==> src/rtl/windowed_trend_convergence_detector_defines.svh <==
// Assertion macros shared by the trend detector RTL
`ifndef WINDOWED_TREND_CONVERGENCE_DETECTOR_DEFINES_SVH
`define WINDOWED_TREND_CONVERGENCE_DETECTOR_DEFINES_SVH

// same-cycle implication, sampled on i_clk, off during reset
`define WTCD_ASSERT_NOW(label, ante, cons, msg) \
    label: assert property (@(posedge i_clk) disable iff (!i_rst_n) (ante) |-> (cons)) \
        else $error(msg);

// next-cycle implication
`define WTCD_ASSERT_NEXT(label, ante, cons, msg) \
    label: assert property (@(posedge i_clk) disable iff (!i_rst_n) (ante) |=> (cons)) \
        else $error(msg);

`endif

==> src/rtl/wtcd_pkg.sv <==
// Shared constants, types and helper functions of the trend detector
package wtcd_pkg;

    localparam int MAX_WINDOW = 64;
    localparam int FRAC_BITS  = 16;
    localparam int DATA_W     = 32;
    localparam int ADDR_W     = $clog2(MAX_WINDOW);
    localparam int CNT_W      = $clog2(MAX_WINDOW + 2);
    localparam int WIN_W      = 7;
    localparam int CFG_IDX_W  = 2;
    localparam int SUM_W      = DATA_W + ADDR_W;
    localparam int SQ_W       = 2 * DATA_W + ADDR_W;
    // covers (|residual| << FRAC_BITS), the widest intermediate
    localparam int WIDE_W     = 3 * DATA_W + 3 * ADDR_W + FRAC_BITS + 4;
    localparam int MUL_DIG    = 8;
    localparam int MUL_B_W    = ((SUM_W + MUL_DIG - 1) / MUL_DIG) * MUL_DIG;
    localparam int MUL_STEPS  = MUL_B_W / MUL_DIG;
    localparam int MUL_CNT_W  = $clog2(MUL_STEPS);
    localparam int DIV_CNT_W  = $clog2(WIDE_W);
    localparam int SLOPE_W    = 32;
    localparam int PRED_W     = 34;

    localparam logic [CFG_IDX_W-1:0] CFG_WINDOW = 2'd0;
    localparam logic [CFG_IDX_W-1:0] CFG_SLOPE  = 2'd1;
    localparam logic [CFG_IDX_W-1:0] CFG_ERROR  = 2'd2;

    localparam logic [WIN_W-1:0]  WINDOW_RST = 7'd10;
    localparam logic [DATA_W-1:0] LIMIT_RST  = 32'd655;

    typedef enum logic [3:0] {
        S_IDLE, S_RD, S_XX, S_XY, S_ACC, S_CHK, S_OP, S_WAIT, S_FIN
    } t_state;

    typedef enum logic [3:0] {
        OP_NSXX, OP_SXSX, OP_NSXY, OP_SXSY, OP_NUMQ, OP_DENQ, OP_DIVQ,
        OP_NT, OP_PA, OP_PB, OP_E, OP_DIVP, OP_C, OP_DIVE
    } t_op;

    typedef struct packed {
        logic               start;
        logic [WIDE_W-1:0]  a;
        logic [MUL_B_W-1:0] b;
    } t_mul_req;

    typedef struct packed {
        logic              start;
        logic [WIDE_W-1:0] num;
        logic [WIDE_W-1:0] den;
    } t_div_req;

    function automatic logic [SLOPE_W-1:0] sat_q(input logic [WIDE_W-1:0] mag,
                                                 input logic neg);
        logic [WIDE_W-1:0]  lim;
        logic [SLOPE_W-1:0] res;
        lim = WIDE_W'(1) << (SLOPE_W - 1);
        if (neg) begin
            res = (mag >= lim) ? lim[SLOPE_W-1:0] : (~mag[SLOPE_W-1:0] + SLOPE_W'(1));
        end else begin
            res = (mag >= lim) ? {1'b0, {(SLOPE_W-1){1'b1}}} : mag[SLOPE_W-1:0];
        end
        return res;
    endfunction

    function automatic logic [PRED_W-1:0] sat_p(input logic [WIDE_W-1:0] mag,
                                                input logic neg);
        logic [WIDE_W-1:0] lim;
        logic [PRED_W-1:0] res;
        lim = WIDE_W'(1) << (PRED_W - 1);
        if (neg) begin
            res = (mag >= lim) ? lim[PRED_W-1:0] : (~mag[PRED_W-1:0] + PRED_W'(1));
        end else begin
            res = (mag >= lim) ? {1'b0, {(PRED_W-1){1'b1}}} : mag[PRED_W-1:0];
        end
        return res;
    endfunction

endpackage

==> src/rtl/wtcd_mul.sv <==
// Shared wide multiplier: one 8-bit digit of the short operand per cycle
module wtcd_mul (
    input  logic                          i_clk,
    input  logic                          i_rst_n,
    input  wtcd_pkg::t_mul_req            i_req,
    output logic                          o_done,
    output logic [wtcd_pkg::WIDE_W-1:0]   o_prod
);

    logic [wtcd_pkg::WIDE_W-1:0]                  r_acc;
    logic [wtcd_pkg::WIDE_W-1:0]                  r_a;
    logic [wtcd_pkg::MUL_B_W-1:0]                 r_b;
    logic [wtcd_pkg::MUL_CNT_W-1:0]               r_cnt;
    logic                                         r_busy;
    logic                                         r_done;
    logic [wtcd_pkg::WIDE_W+wtcd_pkg::MUL_DIG-1:0] w_part;

    assign w_part = r_a * r_b[wtcd_pkg::MUL_DIG-1:0];

    always_ff @(posedge i_clk) begin
        if (!i_rst_n) begin
            r_busy <= 1'b0;
            r_done <= 1'b0;
        end else begin
            r_done <= 1'b0;
            if (i_req.start) begin
                r_busy <= 1'b1;
            end else if (r_busy && r_cnt == wtcd_pkg::MUL_CNT_W'(wtcd_pkg::MUL_STEPS - 1)) begin
                r_busy <= 1'b0;
                r_done <= 1'b1;
            end
        end
    end

    // products stay below 2^WIDE_W, so modular truncation is exact
    always_ff @(posedge i_clk) begin
        if (i_req.start) begin
            r_acc <= '0;
            r_a   <= i_req.a;
            r_b   <= i_req.b;
            r_cnt <= '0;
        end else if (r_busy) begin
            r_acc <= r_acc + w_part[wtcd_pkg::WIDE_W-1:0];
            r_a   <= r_a << wtcd_pkg::MUL_DIG;
            r_b   <= r_b >> wtcd_pkg::MUL_DIG;
            r_cnt <= r_cnt + wtcd_pkg::MUL_CNT_W'(1);
        end
    end

    assign o_done = r_done;
    assign o_prod = r_acc;

endmodule

==> config.mk <==
export PLATFORM = sky130hd
export DESIGN_NAME = wtcd_mul
export DESIGN_NICKNAME = d
export VERILOG_FILES = /design/src/rtl/windowed_trend_convergence_detector_defines.svh /design/src/rtl/wtcd_pkg.sv /design/src/rtl/wtcd_mul.sv
export SDC_FILE = /design/constraint.sdc
export NUM_CORES = 2
export LEC_CHECK = 0
export BUFFER_PORTS_ARGS = -buffer_cell sky130_fd_sc_hd__buf_2
export CAP_MARGIN = 30
export CORE_AREA = 10 10 451 453
export DETAILED_ROUTE_END_ITERATION = 16
export DIE_AREA = 0 0 461 463
export SLEW_MARGIN = 20
export SYNTH_ARGS = -nofsm -noshare
export SYNTH_HDL_FRONTEND = slang
export SYNTH_SLANG_ARGS = --single-unit
==> constraint.sdc <==
create_clock -name i_clk -period 18.7 [get_ports i_clk]
set_input_delay 3.74 -clock i_clk [delete_from_list [all_inputs] [get_ports i_clk]]
set_output_delay 3.74 -clock i_clk [all_outputs]
set_load 0.005 [all_outputs]
# Word level (Yosys, flattened, before mapping)
# Index checks and enable logic that the tools add are counted.
totals:
  ff_bits: 313
  input_bits: 177
  elab_cells: 22
  output_inout_bits: 135
classes:
  n_reduce_logical: 4
  n_addsub: 2
  eq_ne: 1
  bitwise: 1
  multipliers: 1
  n_mux: 7
op_table:
  columns: ["op", "count"]
  rows:
  - ["2-to-1 mux 134 bit", 2]
  - ["adder 134 bit", 1]
  - ["multiplier 134 x 8 -> 134 bit", 1]
  - ["2-to-1 mux 40 bit", 2]
  - ["nonzero test 2 bit", 2]
  - ["adder 3 x 1 -> 3 bit (second input constant)", 1]
  - ["== test 3 bit (second input constant)", 1]
  - ["2-to-1 mux 1 bit", 3]
  - ["OR reduction 2 bit", 1]
  - ["logical AND 1 bit", 1]
  - ["NOT 1 bit", 1]

# Depth between registers and ports, before layout
logic_depth:
  ltp_word: 4
  depth_mapped: 26
  ltp_nobuf: 23

# Worst setup path before layout
# No wires, ideal clock.
synth_timing:
  path_kind: "in2reg"
  start: "input i_req[174] in the netlist's numbering"
  end: "register r_a[0] in the netlist's numbering (enable)"
  t_arrival_ps: 9052
  t_required_ps: 18093
  path_slack_ps: 9041
  cell_stages: 4
  n_path_buf: 2
  setup_ps: 607
  cell_sequence: "clkbuf_1 nor2_1 inv_2 clkbuf_1"
synth_via:
  elab_chain_cells: 1
synth_lines:
  columns: ["item", "line", "text"]
  rows:
  - ["from (decl)", "wtcd_mul.sv:5", "input wtcd_pkg::t_mul_req i_req,"]
  - ["nonzero test 2 bit (no source line)", null, null]
  - ["to (signal assigned)", "wtcd_mul.sv:39", "r_a <= i_req.a;"]
  - ["to (signal assigned)", "wtcd_mul.sv:44", "r_a <= r_a << wtcd_pkg::MUL_DIG;"]
  - ["to (decl)", "wtcd_mul.sv:11", "logic [wtcd_pkg::WIDE_W-1:0] r_a;"]
# Every way passes these cells.
# A chain may end at the register's enable or synchronous reset.

# Final worst setup path
layout_timing:
  start: "register r_b[1] in the netlist's numbering"
  end: "register r_acc, in the netlist o_prod[128]"
layout_via:
  elab_chain_cells: 2
layout_lines:
  columns: ["item", "line", "text"]
  rows:
  - ["from (decl)", "wtcd_mul.sv:12", "logic [wtcd_pkg::MUL_B_W-1:0] r_b;"]
  - ["from (signal assigned)", "wtcd_mul.sv:40", "r_b <= i_req.b;"]
  - ["from (signal assigned)", "wtcd_mul.sv:45", "r_b <= r_b >> wtcd_pkg::MUL_DIG;"]
  - ["multiplier 134 x 8 -> 134 bit", "wtcd_mul.sv:18", "assign w_part = r_a * r_b[wtcd_pkg::MUL_DIG-1:0];"]
  - ["adder 134 bit", "wtcd_mul.sv:43", "r_acc <= r_acc + w_part[wtcd_pkg::WIDE_W-1:0];"]
  - ["to (signal assigned)", "wtcd_mul.sv:43", null]
  - ["to (decl)", "wtcd_mul.sv:10", "logic [wtcd_pkg::WIDE_W-1:0] r_acc;"]
# Every way passes these cells.

==> impl_metrics.prom <==
# TYPE chip_impl_metric gauge
chip_impl_metric{name="num_io_pins",unit=""} 312
chip_impl_metric{name="timing.max_cap.violations",unit=""} 0
chip_impl_metric{name="design.die.area",unit="um^2"} 213000
chip_impl_metric{name="synth.ff_latch_count",unit=""} 313
chip_impl_metric{name="grt_first_pass_wirelength",unit="um"} 246000
chip_impl_metric{name="fin_worst_hold_slack",unit="ps"} 480
chip_impl_metric{name="worst_tran_pin_value",unit="ps"} 1010
chip_impl_metric{name="fp.dieW",unit="um"} 461
chip_impl_metric{name="final.period_utilization",unit=""} 0.454
chip_impl_info{name="worst_hold_path.endpoint",value="o_prod[118]"} 1
chip_impl_metric{name="via_count_of_the_first_global_routing_pass",unit=""} 38500
chip_impl_metric{name="route.detailed.vias_per_inst",unit=""} 4.58
chip_impl_metric{name="synth_mux_area_frac",unit=""} 0.0517
chip_impl_metric{name="clk_slew_on_worst_s_h_paths",unit="ps"} 60
chip_impl_metric{name="synth_xor_xnor_area_share",unit=""} 0.0245
chip_impl_metric{name="starting_drc_count_in_detailed_routing",unit=""} 2145
chip_impl_metric{name="min_delay_path_depth",unit=""} 2
chip_impl_info{name="status",value="completed"} 1
chip_impl_info{name="hold_path_startpoint",value="o_prod[118]"} 1
chip_impl_metric{name="worstPathMaxFanout",unit=""} 46
chip_impl_metric{name="synth_sequential_area_ratio",unit=""} 0.166
chip_impl_metric{name="r2r_slack",unit="ps"} 10220
chip_impl_metric{name="syn_avg_cell_area",unit="um^2"} 9.36
chip_impl_metric{name="synth-simple-area-share",unit=""} 0.169
chip_impl_metric{name="fin_setup_tns",unit="ps"} 0
chip_impl_metric{name="grt_start_max_net_pins",unit=""} 135
chip_impl_metric{name="arrival",unit="ps"} 8960
chip_impl_metric{name="async_flop_share",unit=""} 0
chip_impl_info{name="critPathTopFamily",value="compound AO/OA/AOI/OAI gates"} 1
chip_impl_info{name="clk_root_buffer_cell",value="clkbuf_16"} 1
chip_impl_info{name="regToRegEndpoint",value="o_prod[128]"} 1
chip_impl_metric{name="cts.sinks",unit=""} 313
chip_impl_metric{name="timing.final.max_slew_violations",unit=""} 0
chip_impl_metric{name="rows",unit=""} 162
chip_impl_metric{name="seq_cell_area",unit="um^2"} 8010
chip_impl_metric{name="placed_wire_length_estimate_after_detailed_placement",unit="um"} 129000
chip_impl_info{name="grt_setup_unrepaired",value="no"} 1
chip_impl_metric{name="route.final.wire_length",unit="um"} 162000
chip_impl_metric{name="drc",unit=""} 0
chip_impl_metric{name="core",unit="um^2"} 194000
chip_impl_metric{name="ff2ff_path_depth",unit=""} 22
chip_impl_info{name="critical_path.reg2reg.startpoint",value="r_b[1]"} 1
chip_impl_metric{name="num-fill-cells",unit=""} 20500
chip_impl_metric{name="wl_cell",unit="um"} 20.6
chip_impl_metric{name="groute.usage.overall",unit=""} 0.149
chip_impl_metric{name="critPathBufInv",unit=""} 5
chip_impl_metric{name="syn2layout_area_growth",unit="%"} 11.1
chip_impl_metric{name="setup_clock_skew_after_layout",unit="ps"} 18.1
chip_impl_metric{name="antenna_left",unit=""} 0
chip_impl_metric{name="synth_enable_flop_cells",unit=""} 174
chip_impl_metric{name="timing.slew.headroom",unit=""} 0.318
chip_impl_info{name="dominantRegCellSynth",value="edfxtp_1"} 1
chip_impl_metric{name="final_layout_size_suffix_gt1_frac",unit=""} 0.111
chip_impl_metric{name="max_freq",unit="GHz"} 0.118
chip_impl_metric{name="grt_antenna_before_repair",unit=""} 22
chip_impl_info{name="path_cells",value="buf_4 > buf_4 > nand2_1 > fa_1 > inv_1 > fa_1 > inv_1 > fa_1 > fa_1 > inv_1 > ha_1 > and4_1 > nor2_1 > o211ai_2 > a41oi_1 > o41ai_2 > a31oi_1 > o31ai_2 > a41oi_2 > o31ai_2 > mux2i_1 > nand2_1"} 1
chip_impl_metric{name="post-cts-setup-buffer-count",unit=""} 0
chip_impl_metric{name="mapped_nets",unit=""} 6389
chip_impl_metric{name="multi_input_area",unit="um^2"} 35400
chip_impl_metric{name="post_synth_num_cell_types",unit=""} 75
chip_impl_metric{name="yosys_warnings",unit=""} 0
chip_impl_metric{name="synthesis.area",unit="um^2"} 48400
chip_impl_info{name="critical_path.most_common_cell",value="fa_1"} 1
chip_impl_metric{name="port_buffers",unit=""} 311
chip_impl_metric{name="num_vias",unit=""} 36000
chip_impl_metric{name="fp.dieH",unit="um"} 463
chip_impl_metric{name="layout_min_cycle_time",unit="ps"} 8480
chip_impl_metric{name="clock_network_latency_to_the_later_pin_of_the_worst_skew_pair",unit="ps"} 600
chip_impl_metric{name="cts-htree-levels",unit=""} 2
chip_impl_metric{name="grt_overflow_total",unit=""} 0
chip_impl_metric{name="initial_utilization",unit=""} 0.249
chip_impl_info{name="worst_hold_path_type",value="flip-flop to flip-flop"} 1
chip_impl_info{name="critical-path-slowest-cell",value="o41ai_2"} 1
chip_impl_info{name="combinational_family_with_the_most_area_after_synthesis",value="adder cells"} 1
chip_impl_metric{name="post_synth_fa_ha_maj_area_fraction",unit=""} 0.410
chip_impl_metric{name="ctsResizeCount",unit=""} 0
chip_impl_metric{name="required",unit="ps"} 19180
chip_impl_info{name="kind_of_end_point_of_the_critical_path",value="flip-flop"} 1
chip_impl_metric{name="hold_violations",unit=""} 0
chip_impl_info{name="tritoncts_clock_tree",value="built"} 1
chip_impl_metric{name="first_pass_iters",unit=""} 8
chip_impl_metric{name="synthesis.instances",unit=""} 5167
chip_impl_info{name="critPathKind",value="flip-flop to flip-flop"} 1
chip_impl_metric{name="setup-violations-final",unit=""} 0
chip_impl_metric{name="cp_slowest_stage_delay",unit="ps"} 960
chip_impl_metric{name="clockBufferDepth",unit=""} 3
chip_impl_metric{name="cts.hold.buffers_added",unit=""} 0
chip_impl_metric{name="globalplace.congestion",unit=""} 0.895
chip_impl_metric{name="numCtsBuffers",unit=""} 39
chip_impl_info{name="critical_path.startpoint_type",value="flip-flop"} 1
chip_impl_metric{name="nets",unit=""} 6519
chip_impl_metric{name="synth_compound_area_frac",unit=""} 0.0771
[cells by family after synthesis]
group                      after synthesis
muxes                                  230
buffers and inverters                 1311
DFF                                    313
and+or+nand+nor                       1550
AOI/OAI and AO/OA                      583
xor gates and xnor gates               135
adders and majority gates             1045
[worst min-delay path, cell delays in order (launching register included)]
cell and delay [ps]:
dfxtp_1 320, nand2_1 60, a21oi_1 50
[cell usage after synthesis (7+ instances only)]
| cell type | instances | share of area |
|---|---|---|
| mux2i_1 | 70 | 0.014 |
| edfxtp_1 | 174 | 0.11 |
| nor2_1 | 173 | 0.013 |
| a21o_1 | 64 | 0.0099 |
| xnor2_1 | 88 | 0.016 |
| a211oi_1 | 8 | 0.0012 |
| and2_1 | 760 | 0.098 |
| a221oi_1 | 9 | 0.0016 |
| nor4_1 | 9 | 0.0012 |
| and4_1 | 8 | 0.0014 |
| o22ai_1 | 48 | 0.0062 |
| buf_2 | 8 | 0.00083 |
| o21bai_1 | 45 | 0.0070 |
| fa_1 | 900 | 0.37 |
| dfxtp_1 | 139 | 0.058 |
| or2_2 | 7 | 0.00091 |
| o221ai_1 | 7 | 0.0013 |
| or4_1 | 9 | 0.0014 |
| nor3_1 | 17 | 0.0018 |
| o211ai_1 | 7 | 0.0011 |
| and3_1 | 7 | 0.00091 |
| ha_1 | 145 | 0.038 |
| xor2_1 | 47 | 0.0085 |
| buf_1 | 16 | 0.0012 |
| nand2_1 | 435 | 0.034 |
| mux2_2 | 160 | 0.037 |
| nor2b_1 | 12 | 0.0016 |
| o31ai_1 | 8 | 0.0012 |
| inv_1 | 1063 | 0.083 |
| a21boi_0 | 10 | 0.0016 |
| nand4_1 | 65 | 0.0084 |
| a21oi_1 | 199 | 0.021 |
| o21ai_0 | 100 | 0.010 |
| nand3_1 | 23 | 0.0024 |
| nand2b_1 | 8 | 0.0010 |
| clkbuf_1 | 223 | 0.017 |
| a31oi_1 | 15 | 0.0019 |
| o21a_1 | 13 | 0.0020 |
[cells in the final DEF, fill, tap and decap left out, types with 8 or more instances in the layout]
cell	synthesis	layout
fa_1	900	900
nor4_1	9	9
inv_1	1063	1063
nor3_1	17	17
xnor2_1	88	88
nand2_1	435	435
xor2_1	47	47
a31oi_1	15	15
edfxtp_1	174	174
nand4_1	65	65
a21o_1	64	64
nand3_1	23	23
buf_2	8	310
ha_1	145	145
o31ai_1	8	8
a211oi_1	8	8
nor2b_1	12	12
and4_1	8	8
mux2i_1	70	70
nor2_1	173	171
a21oi_1	199	199
a221oi_1	9	9
o21bai_1	45	45
mux2_2	160	160
o21ai_0	100	100
and2_1	760	760
a21boi_0	10	10
clkbuf_16	0	41
o21a_1	13	13
or4_1	9	9
o22ai_1	48	48
buf_4	0	21
dfxtp_1	139	138
[state kept, by name, indices dropped and copies added (netlist names)]
name,cells
o_prod,134
r_a,134
r_cnt,3
r_busy,1
o_done,1
r_b,40
[area by class of cell]
type / instances / share of cell area
clock buffers: 48 / 0.0198
multi-input cells: 3543 / 0.659
well taps: 2542 / 0.0592
diodes: 3 / 0.000140
inverters: 1064 / 0.0745
clock inverters: 23 / 0.00412
repair buffers: 336 / 0.0336
flip-flops and latches: 313 / 0.149
[how the worst max path moves through the flow]
| stage | from | endpoint | slack [ps] | cells after the start |
|---|---|---|---|---|
| after global routing | r_b[1] | o_prod[128] | 10090 | 22 |
| after global placement | r_b[1] | o_prod[128] | 10450 | 22 |
| after CTS | r_b[1] | o_prod[128] | 10340 | 22 |
| after floorplan | i_req[174] | r_a[0] | 9040 | 4 |
| after detailed placement | r_b[1] | o_prod[120] | 10350 | 22 |
| final | r_b[1] | o_prod[128] | 10220 | 22 |
[per-layer routing]
metal  share of wire  vias to the layer above  track usage
met5         0.00087                        -            0
met4           0.052                       20       0.0678
met3           0.069                      243       0.0301
met2            0.46                     1145        0.239
met1            0.42                    18400        0.193
li1                -                    16200            -
[per-stage QoR]
step	util	area (um^2)	std cells	setup slack [ps]
3_5_place_dp	0.270	52400	7798	10350
3_3_place_gp	0.270	52400	7798	10450
5_1_grt	0.277	53700	7872	10090
6_report	0.277	53700	7872	10220
4_1_cts	0.277	53700	7869	10340
2_1_floorplan	-	48400	5167	9040
Power is left out: the tool's default activity adds up to more than one toggle a clock period on the data nets, which glitch-free logic cannot reach.
