$ cat config.mk
export PLATFORM = sky130hd
export DESIGN_NAME = wtcd_div
export DESIGN_NICKNAME = d
export VERILOG_FILES = /design/src/rtl/windowed_trend_convergence_detector_defines.svh /design/src/rtl/wtcd_pkg.sv /design/src/rtl/wtcd_div.sv
export SDC_FILE = /design/constraint.sdc
export NUM_CORES = 1
export LEC_CHECK = 0
export CORE_MARGIN = 1.5
export CORE_UTILIZATION = 60
export CTS_CLUSTER_SIZE = 24
export DETAILED_ROUTE_END_ITERATION = 12
export DONT_BUFFER_PORTS = 1
export PLACE_DENSITY_LB_ADDON = 0.25
export SLEW_MARGIN = 10
export SYNTH_ARGS = -nofsm -noshare
export SYNTH_HDL_FRONTEND = slang
export SYNTH_SLANG_ARGS = --single-unit
$ cat constraint.sdc
create_clock -name i_clk -period 8.5 [get_ports i_clk]
set_input_delay 1.7 -clock i_clk [delete_from_list [all_inputs] [get_ports i_clk]]
set_output_delay 1.7 -clock i_clk [all_outputs]
set_load 0.02 [all_outputs]
$ cat src/rtl/windowed_trend_convergence_detector_defines.svh
// Assertion macros shared by the trend detector RTL
`ifndef WINDOWED_TREND_CONVERGENCE_DETECTOR_DEFINES_SVH
`define WINDOWED_TREND_CONVERGENCE_DETECTOR_DEFINES_SVH

// same-cycle implication, sampled on i_clk, off during reset
`define WTCD_ASSERT_NOW(label, ante, cons, msg) \
    label: assert property (@(posedge i_clk) disable iff (!i_rst_n) (ante) |-> (cons)) \
        else $error(msg);

// next-cycle implication
`define WTCD_ASSERT_NEXT(label, ante, cons, msg) \
    label: assert property (@(posedge i_clk) disable iff (!i_rst_n) (ante) |=> (cons)) \
        else $error(msg);

`endif

$ cat src/rtl/wtcd_pkg.sv
// Shared constants, types and helper functions of the trend detector
package wtcd_pkg;

    localparam int MAX_WINDOW = 64;
    localparam int FRAC_BITS  = 16;
    localparam int DATA_W     = 32;
    localparam int ADDR_W     = $clog2(MAX_WINDOW);
    localparam int CNT_W      = $clog2(MAX_WINDOW + 2);
    localparam int WIN_W      = 7;
    localparam int CFG_IDX_W  = 2;
    localparam int SUM_W      = DATA_W + ADDR_W;
    localparam int SQ_W       = 2 * DATA_W + ADDR_W;
    // covers (|residual| << FRAC_BITS), the widest intermediate
    localparam int WIDE_W     = 3 * DATA_W + 3 * ADDR_W + FRAC_BITS + 4;
    localparam int MUL_DIG    = 8;
    localparam int MUL_B_W    = ((SUM_W + MUL_DIG - 1) / MUL_DIG) * MUL_DIG;
    localparam int MUL_STEPS  = MUL_B_W / MUL_DIG;
    localparam int MUL_CNT_W  = $clog2(MUL_STEPS);
    localparam int DIV_CNT_W  = $clog2(WIDE_W);
    localparam int SLOPE_W    = 32;
    localparam int PRED_W     = 34;

    localparam logic [CFG_IDX_W-1:0] CFG_WINDOW = 2'd0;
    localparam logic [CFG_IDX_W-1:0] CFG_SLOPE  = 2'd1;
    localparam logic [CFG_IDX_W-1:0] CFG_ERROR  = 2'd2;

    localparam logic [WIN_W-1:0]  WINDOW_RST = 7'd10;
    localparam logic [DATA_W-1:0] LIMIT_RST  = 32'd655;

    typedef enum logic [3:0] {
        S_IDLE, S_RD, S_XX, S_XY, S_ACC, S_CHK, S_OP, S_WAIT, S_FIN
    } t_state;

    typedef enum logic [3:0] {
        OP_NSXX, OP_SXSX, OP_NSXY, OP_SXSY, OP_NUMQ, OP_DENQ, OP_DIVQ,
        OP_NT, OP_PA, OP_PB, OP_E, OP_DIVP, OP_C, OP_DIVE
    } t_op;

    typedef struct packed {
        logic               start;
        logic [WIDE_W-1:0]  a;
        logic [MUL_B_W-1:0] b;
    } t_mul_req;

    typedef struct packed {
        logic              start;
        logic [WIDE_W-1:0] num;
        logic [WIDE_W-1:0] den;
    } t_div_req;

    function automatic logic [SLOPE_W-1:0] sat_q(input logic [WIDE_W-1:0] mag,
                                                 input logic neg);
        logic [WIDE_W-1:0]  lim;
        logic [SLOPE_W-1:0] res;
        lim = WIDE_W'(1) << (SLOPE_W - 1);
        if (neg) begin
            res = (mag >= lim) ? lim[SLOPE_W-1:0] : (~mag[SLOPE_W-1:0] + SLOPE_W'(1));
        end else begin
            res = (mag >= lim) ? {1'b0, {(SLOPE_W-1){1'b1}}} : mag[SLOPE_W-1:0];
        end
        return res;
    endfunction

    function automatic logic [PRED_W-1:0] sat_p(input logic [WIDE_W-1:0] mag,
                                                input logic neg);
        logic [WIDE_W-1:0] lim;
        logic [PRED_W-1:0] res;
        lim = WIDE_W'(1) << (PRED_W - 1);
        if (neg) begin
            res = (mag >= lim) ? lim[PRED_W-1:0] : (~mag[PRED_W-1:0] + PRED_W'(1));
        end else begin
            res = (mag >= lim) ? {1'b0, {(PRED_W-1){1'b1}}} : mag[PRED_W-1:0];
        end
        return res;
    endfunction

endpackage

$ cat src/rtl/wtcd_div.sv
// Restoring divider, one quotient bit per cycle, truncating
module wtcd_div (
    input  logic                        i_clk,
    input  logic                        i_rst_n,
    input  wtcd_pkg::t_div_req          i_req,
    output logic                        o_done,
    output logic [wtcd_pkg::WIDE_W-1:0] o_quot
);

    logic [wtcd_pkg::WIDE_W-1:0]    r_rem;
    logic [wtcd_pkg::WIDE_W-1:0]    r_num;
    logic [wtcd_pkg::WIDE_W-1:0]    r_den;
    logic [wtcd_pkg::WIDE_W-1:0]    r_quo;
    logic [wtcd_pkg::DIV_CNT_W-1:0] r_cnt;
    logic                           r_busy;
    logic                           r_done;
    logic [wtcd_pkg::WIDE_W:0]      w_sh;
    logic [wtcd_pkg::WIDE_W:0]      w_sub;
    logic                           w_ge;

    assign w_sh  = {r_rem, r_num[wtcd_pkg::WIDE_W-1]};
    assign w_ge  = (w_sh >= {1'b0, r_den});
    assign w_sub = w_sh - {1'b0, r_den};

    always_ff @(posedge i_clk) begin
        if (!i_rst_n) begin
            r_busy <= 1'b0;
            r_done <= 1'b0;
        end else begin
            r_done <= 1'b0;
            if (i_req.start) begin
                r_busy <= 1'b1;
            end else if (r_busy && r_cnt == wtcd_pkg::DIV_CNT_W'(wtcd_pkg::WIDE_W - 1)) begin
                r_busy <= 1'b0;
                r_done <= 1'b1;
            end
        end
    end

    always_ff @(posedge i_clk) begin
        if (i_req.start) begin
            r_rem <= '0;
            r_num <= i_req.num;
            r_den <= i_req.den;
            r_quo <= '0;
            r_cnt <= '0;
        end else if (r_busy) begin
            r_rem <= w_ge ? w_sub[wtcd_pkg::WIDE_W-1:0] : w_sh[wtcd_pkg::WIDE_W-1:0];
            r_num <= r_num << 1;
            r_quo <= {r_quo[wtcd_pkg::WIDE_W-2:0], w_ge};
            r_cnt <= r_cnt + wtcd_pkg::DIV_CNT_W'(1);
        end
    end

    assign o_done = r_done;
    assign o_quot = r_quo;

endmodule

### Yosys cells after proc, flatten, opt, wreduce, memory -nomap -nowiden

Index checks and enable logic that the tools add are counted.

* logic and storage cells: 22
* bits of input ports: 271
* output and inout bits: 135
* flip-flop bits (word level): 546

* bitwise logic cells: 1
* eq/ne operators: 1
* reductions and logical operators: 4
* add/subtract/negate cells: 2
* muxes and demuxes: 6
* order comparisons: 1

Operators with widths (number)
* two-way mux 134 bit: 3
* >= comparator 135 x 134 -> 1 bit: 1
* subtractor 134 bit: 1
* adder 8 x 1 -> 8 bit, second input constant: 1
* equality test 8 bit, second input constant: 1
* nonzero test 2 bit: 2
* two-way mux 1 bit: 3
* OR reduction 2 bit: 1
* logical AND 1 bit: 1
* NOT 1 bit: 1

### Longest topological paths before layout

* depth in word-level cells: 4
* mapped depth: 16
* mapped depth without buffers: 15

### Least setup slack after synthesis

Ideal clock, no wire load.

* path kind: in2reg
* start point: input i_req[268] (netlist name)
* end point: register r_num[0] (netlist name) (enable)
* stages on the path: 4
* arrival time: 4.884 ns
* setup time: 0.486 ns
* buffers on the path: 2
* data required time: 8.014 ns
* setup slack: 3.129 ns
* cell sequence: clkbuf_1 nor2_1 clkbuf_1 inv_1

* longest elaborated chain between the ends: 1

RTL lines
* start, declared: line wtcd_div.sv:5 `input wtcd_pkg::t_div_req i_req,`
* nonzero test 2 bit (no source line)
* end signal, assigned: line wtcd_div.sv:43 `r_num <= i_req.num;`
* end signal, assigned: line wtcd_div.sv:49 `r_num <= r_num << 1;`
* end, declared: line wtcd_div.sv:11 `logic [wtcd_pkg::WIDE_W-1:0] r_num;`

No other way between the ends.
A chain may end at the register's enable or synchronous reset.

### Worst setup path after layout

* start point: register r_den[17] (netlist name)
* end point: register r_rem[88] (netlist name)

* longest elaborated chain between the ends: 2
* elaborated cells between the ends (all ways): 3
* classes of those cells: add/sub (1); order compare (1); mux (1)

RTL lines
* start, declared: line wtcd_div.sv:12 `logic [wtcd_pkg::WIDE_W-1:0] r_den;`
* start signal, assigned: line wtcd_div.sv:44 `r_den <= i_req.den;`
* subtractor 134 bit or >= comparator 135 x 134 -> 1 bit (tied branches): line wtcd_div.sv:23, wtcd_div.sv:22
* two-way mux 134 bit (*): line wtcd_div.sv:48 `r_rem <= w_ge ? w_sub[wtcd_pkg::WIDE_W-1:0] : w_sh[wtcd_pkg::WIDE_W-1:0];`
* end signal, assigned: line wtcd_div.sv:48
* end, declared: line wtcd_div.sv:10 `logic [wtcd_pkg::WIDE_W-1:0] r_rem;`

Every way passes the cells marked *; elsewhere a longest branch is shown, timed or not.

==> flow_summary.html <==
<table>
<tr><th>Metric</th><th>Value</th></tr>
<tr><th colspan="2">Synthesis</th></tr>
<tr><td>Register area share after synthesis</td><td>44.9%</td></tr>
<tr><td>Syn. warnings</td><td>0</td></tr>
<tr><td>Post-synthesis cell count</td><td>~3200</td></tr>
<tr><td>Netlist area before placement</td><td>30300 um2</td></tr>
<tr><td>Flip-flop cell with the highest count after synthesis</td><td>sky130_fd_sc_hd__dfxtp_1</td></tr>
<tr><td>Number of distinct standard cells referenced by the synthesized netlist</td><td>94</td></tr>
<tr><td>Synthesized area per cell</td><td>9.38 um2</td></tr>
<tr><td>Post-Synthesis Net Count</td><td>3641</td></tr>
<tr><td>Share of flip-flops with an asynchronous set or reset</td><td>0%</td></tr>
<tr><td>Synth Register Bits</td><td>between 500 and 600</td></tr>
<tr><td>Number of flops mapped to enable cells by yosys</td><td>~270</td></tr>
<tr><th colspan="2">Global routing</th></tr>
<tr><td>Number of global-route vias before repair</td><td>23400</td></tr>
<tr><td>Total routing usage reported by global routing</td><td>32.2%</td></tr>
<tr><td>Pin count of the biggest net entering global routing</td><td>just over 500</td></tr>
<tr><td>Global-route wire length before repair</td><td>133000 um</td></tr>
<tr><td>Initial antenna violation count</td><td>27</td></tr>
<tr><td>Total overflow reported by the global router</td><td>0</td></tr>
<tr><th colspan="2">Clock network</th></tr>
<tr><td>Bufs on Longest Clock Path</td><td>3</td></tr>
<tr><td>Cts hold-fix bufs</td><td>0</td></tr>
<tr><td>Setup repair bufs after CTS</td><td>0</td></tr>
<tr><td>TritonCTS clock tree</td><td>done</td></tr>
<tr><td>Clock Sinks</td><td>around 550</td></tr>
<tr><td>CTS root buf</td><td>sky130_fd_sc_hd__clkbuf_16</td></tr>
<tr><td>Resize count post-CTS</td><td>0</td></tr>
<tr><td>Clock input transition at the sequential cells of the worst setup and hold paths</td><td>about 0.06 ns</td></tr>
<tr><td>Number of buffers created by CTS</td><td>57</td></tr>
<tr><td>CTS HTree Levels</td><td>2</td></tr>
<tr><td>Skew-Pair Late Insertion Delay</td><td>0.65 ns</td></tr>
<tr><th colspan="2">Critical path</th></tr>
<tr><td>Cells traversed along the worst timing path</td><td>inv_1 &gt; ha_1 &gt; nand4_1 &gt; or4_1 &gt; o221ai_2 &gt; nand3_1 &gt; a21oi_1 &gt; nor2_1 &gt; o311ai_1 &gt; a211oi_1 &gt; a31o_2 &gt; a21oi_2</td></tr>
<tr><td>Critical Path RT</td><td>9.04 ns</td></tr>
<tr><td>Data arrival time of the worst path</td><td>4.95 ns</td></tr>
<tr><td>Stage delay of the slowest cell on the critical path</td><td>0.92 ns</td></tr>
<tr><td>Largest fanout of any net on the critical path</td><td>7</td></tr>
<tr><td>Critical path capture point type</td><td>register</td></tr>
<tr><td>Path type of the worst setup path</td><td>reg2reg</td></tr>
<tr><td>Slowest-stage cell, CP</td><td>sky130_fd_sc_hd__o311ai_1</td></tr>
<tr><td>Setup crit start kind</td><td>register</td></tr>
<tr><th colspan="2">Final layout</th></tr>
<tr><td>Most frequent standard cell in the layout excluding fill and tap cells</td><td>sky130_fd_sc_hd__nor2_1</td></tr>
<tr><td>Fraction of layout instances using a drive strength above 1</td><td>8.76%</td></tr>
<tr><td>Layout area overhead</td><td>6.82%</td></tr>
<tr><td>Sequential standard cell area</td><td>13600 um2</td></tr>
<tr><td>Count of fill cells added during filler insertion</td><td>4108</td></tr>
<tr><td>Net count reported at finish</td><td>~3500</td></tr>
<tr><td>Area of the multi-input gates</td><td>15300 um2</td></tr>
<tr><td>Commonest non-fill, non-tap cells in the layout</td><td>sky130_fd_sc_hd__nor2_1, sky130_fd_sc_hd__a21oi_1, sky130_fd_sc_hd__dfxtp_1</td></tr>
<tr><th colspan="2">Power</th></tr>
<tr><td>Fraction of power consumed by sequential logic</td><td>43.4%</td></tr>
<tr><td>Internal power contribution</td><td>4.95 mW</td></tr>
<tr><td>Net load switching power</td><td>2.11 mW</td></tr>
<tr><td>Power per cell area</td><td>218 nW/um2</td></tr>
<tr><td>Power share of the combinational group</td><td>21.0%</td></tr>
<tr><td>Tot Pwr</td><td>between 7 and 8 mW</td></tr>
<tr><td>Sw frac</td><td>between 20 and 30%</td></tr>
<tr><td>Leakage power of the design</td><td>roughly 12 nW</td></tr>
<tr><td>Clock group share of total power</td><td>35.6%</td></tr>
<tr><td>Maximum ir drop on the vdd rail</td><td>between 0.15 and 0.2 mV</td></tr>
<tr><th colspan="2">Timing</th></tr>
<tr><td>Max Freq</td><td>between 200 and 250 MHz</td></tr>
<tr><td>Final count of hold timing violations</td><td>0</td></tr>
<tr><td>Worst slew pin tran</td><td>1.34 ns</td></tr>
<tr><td>Slew Viols, Final</td><td>0</td></tr>
<tr><td>Number of setup violations in the final report</td><td>0</td></tr>
<tr><td>Accumulated negative setup slack</td><td>0 ns</td></tr>
<tr><td>Setup Skew</td><td>between 0.03 and 0.04 ns</td></tr>
<tr><td>Crit share post-route</td><td>around half</td></tr>
<tr><td>Worst slew margin relative to its limit</td><td>about a tenth</td></tr>
<tr><td>Smallest setup slack after layout</td><td>4.09 ns</td></tr>
<tr><td>Post-layout minimum cycle time</td><td>4.41 ns</td></tr>
<tr><td>Worst hold margin</td><td>0.486 ns</td></tr>
<tr><td>Unrepaired setup endpoints after global routing</td><td>no</td></tr>
<tr><th colspan="2">Detailed routing</th></tr>
<tr><td>Final wirelength</td><td>approximately 86000 um</td></tr>
<tr><td>Remaining design rule violation count</td><td>0</td></tr>
<tr><td>Final antenna-violating net count</td><td>0</td></tr>
<tr><td>Drt first pass iters</td><td>6</td></tr>
<tr><td>Via density per instance</td><td>between 6 and 7</td></tr>
<tr><td>DRT iter0 DRCs</td><td>1895</td></tr>
<tr><td>Average routed wire per standard cell</td><td>22.4 um</td></tr>
<tr><td>Overall via count from detail_route</td><td>24100</td></tr>
<tr><th colspan="2">Flow run</th></tr>
<tr><td>Reported max-cap violation count</td><td>0</td></tr>
<tr><th colspan="2">Outcome</th></tr>
<tr><td>Result of the run</td><td>finished, final reports clean</td></tr>
<tr><th colspan="2">Floorplanning</th></tr>
<tr><td>Width of the die</td><td>roughly 230 um</td></tr>
<tr><td>Die outline height</td><td>between 200 and 250 um</td></tr>
<tr><td>Die area</td><td>51900 um2</td></tr>
<tr><td># IOs</td><td>406</td></tr>
<tr><td>Area of the core</td><td>50100 um2</td></tr>
<tr><td># rows</td><td>82</td></tr>
<tr><td>Effective utilization at floorplan</td><td>around three fifths</td></tr>
<tr><th colspan="2">Placement</th></tr>
<tr><td>Final GP Congestion</td><td>1.03</td></tr>
<tr><td>Detailed placer's ending HPWL</td><td>63100 um</td></tr>
<tr><td>Port Buf Inserts</td><td>0</td></tr>
<tr><td>Setup slack after placement</td><td>about 4.2 ns</td></tr>
<tr><th colspan="2">Worst hold path</th></tr>
<tr><td>Class of the tightest hold or removal check</td><td>reg2reg</td></tr>
</table>
## sequential cells by signal (all words and copies together) (netlist names)
signal,count
o_quot,134
r_den,134
r_num,134
r_rem,134
r_cnt,8
o_done,1
r_busy,1
## stage by stage
step                instances  util [%]  instance area, um2
floorplan                3233         -               30300
global placement         3728      60.9               30500
detailed placement       3728      60.9               30500
CTS                      3834      64.7               32400
global route             3839      64.7               32400
finish                   3845      64.7               32400
## logic make-up after synthesis
family,after synthesis,synth area share [%]
xor gates and xnor gates,115,3.32
muxes,299,10.4
adders and majority gates,137,5.67
AOI/OAI and AO/OA,810,16.8
buffers and inverters,362,4.85
DFF,546,44.9
and+or+nand+nor,964,14.0
## power by group through the flow
stage | logic (mW) | clock network (mW) | registers [mW]
2_1_floorplan | 1.16 | 0 | 3.08
3_3_place_gp | 1.43 | 0 | 3.11
3_5_place_dp | 1.44 | 0 | 3.12
4_1_cts | 1.45 | 2.56 | 3.06
5_1_grt | 1.62 | 2.66 | 3.08
6_report | 1.48 | 2.51 | 3.07
## metal layers
layer | up-vias | global-route usage, % | wire length (um)
met4 | 26 | 9.58 | 2650
met2 | 953 | 51.7 | 39200
li1 | 11400 | - | -
met5 | - | 0 | 169
met3 | 191 | 9.23 | 7470
met1 | 11500 | 42.2 | 36500
## final cells by class
type / count / share of cell area (%)
Antenna cell: 11 / 0.0849
Timing Repair Buffer: 11 / 0.293
Clock inverter: 22 / 0.899
Tap cell: 672 / 2.59
Multi-Input combinational cell: 2325 / 47.1
Clock buffer: 84 / 4.97
Sequential cell: 546 / 42.0
Inverter: 174 / 2.02
## worst paths after layout
check	end	start	slack, ns	cells past startpoint
max	r_rem[88]	r_den[17]	4.09	12
min	r_rem[9]	r_rem[9]	0.49	2
max reg2reg	r_rem[88]	r_den[17]	4.09	12
min reg2reg	r_rem[9]	r_rem[9]	0.49	2
## worst max-delay path: cells and delay by family (launching register included)
family | cells | cell delay, ns
adder cells (fa/ha/maj) | 1 | 0.41
AO/OA/AOI/OAI | 6 | 2.17
AND/OR/NAND/NOR | 4 | 1.37
flip-flops | 1 | 0.33
buffers and inverters | 1 | 0.05
## synthesized netlist by cell type (6+ instances only)
| master | number | area [um2] |
|---|---|---|
| sky130_fd_sc_hd__a21o_1 | 46 | 345 |
| sky130_fd_sc_hd__a211oi_1 | 75 | 563 |
| sky130_fd_sc_hd__and3_1 | 12 | 75.1 |
| sky130_fd_sc_hd__o211ai_1 | 13 | 97.6 |
| sky130_fd_sc_hd__nor3_1 | 45 | 225 |
| sky130_fd_sc_hd__dfxtp_1 | 278 | 5570 |
| sky130_fd_sc_hd__clkbuf_1 | 126 | 473 |
| sky130_fd_sc_hd__a21boi_0 | 9 | 67.6 |
| sky130_fd_sc_hd__o21a_1 | 12 | 90.1 |
| sky130_fd_sc_hd__nand2_1 | 260 | 976 |
| sky130_fd_sc_hd__nand4_1 | 83 | 519 |
| sky130_fd_sc_hd__xnor2_1 | 59 | 517 |
| sky130_fd_sc_hd__buf_2 | 39 | 195 |
| sky130_fd_sc_hd__a311oi_1 | 17 | 149 |
| sky130_fd_sc_hd__o21ai_0 | 166 | 831 |
| sky130_fd_sc_hd__or2_2 | 7 | 43.8 |
| sky130_fd_sc_hd__or3_1 | 9 | 56.3 |
| sky130_fd_sc_hd__nor4_1 | 11 | 68.8 |
| sky130_fd_sc_hd__a31oi_1 | 11 | 68.8 |
| sky130_fd_sc_hd__edfxtp_1 | 268 | 8050 |
| sky130_fd_sc_hd__a22oi_1 | 15 | 113 |
| sky130_fd_sc_hd__o31ai_1 | 18 | 135 |
| sky130_fd_sc_hd__a22o_1 | 6 | 52.6 |
| sky130_fd_sc_hd__ha_1 | 136 | 1700 |
| sky130_fd_sc_hd__buf_1 | 14 | 52.6 |
| sky130_fd_sc_hd__nand3_1 | 32 | 160 |
| sky130_fd_sc_hd__xor2_1 | 56 | 490 |
| sky130_fd_sc_hd__a32oi_1 | 8 | 70.1 |
| sky130_fd_sc_hd__nor2b_1 | 13 | 81.3 |
| sky130_fd_sc_hd__o21bai_1 | 44 | 330 |
| sky130_fd_sc_hd__o21ai_1 | 10 | 50.1 |
| sky130_fd_sc_hd__a221oi_1 | 8 | 70.1 |
| sky130_fd_sc_hd__and2_1 | 13 | 81.3 |
| sky130_fd_sc_hd__nand2b_1 | 13 | 81.3 |
| sky130_fd_sc_hd__inv_1 | 174 | 653 |
| sky130_fd_sc_hd__mux2i_1 | 159 | 1590 |
| sky130_fd_sc_hd__mux2_2 | 140 | 1580 |
| sky130_fd_sc_hd__a21oi_1 | 291 | 1460 |
| sky130_fd_sc_hd__nor2_1 | 440 | 1650 |
No activity file was read; power rests on OpenSTA's default activity.
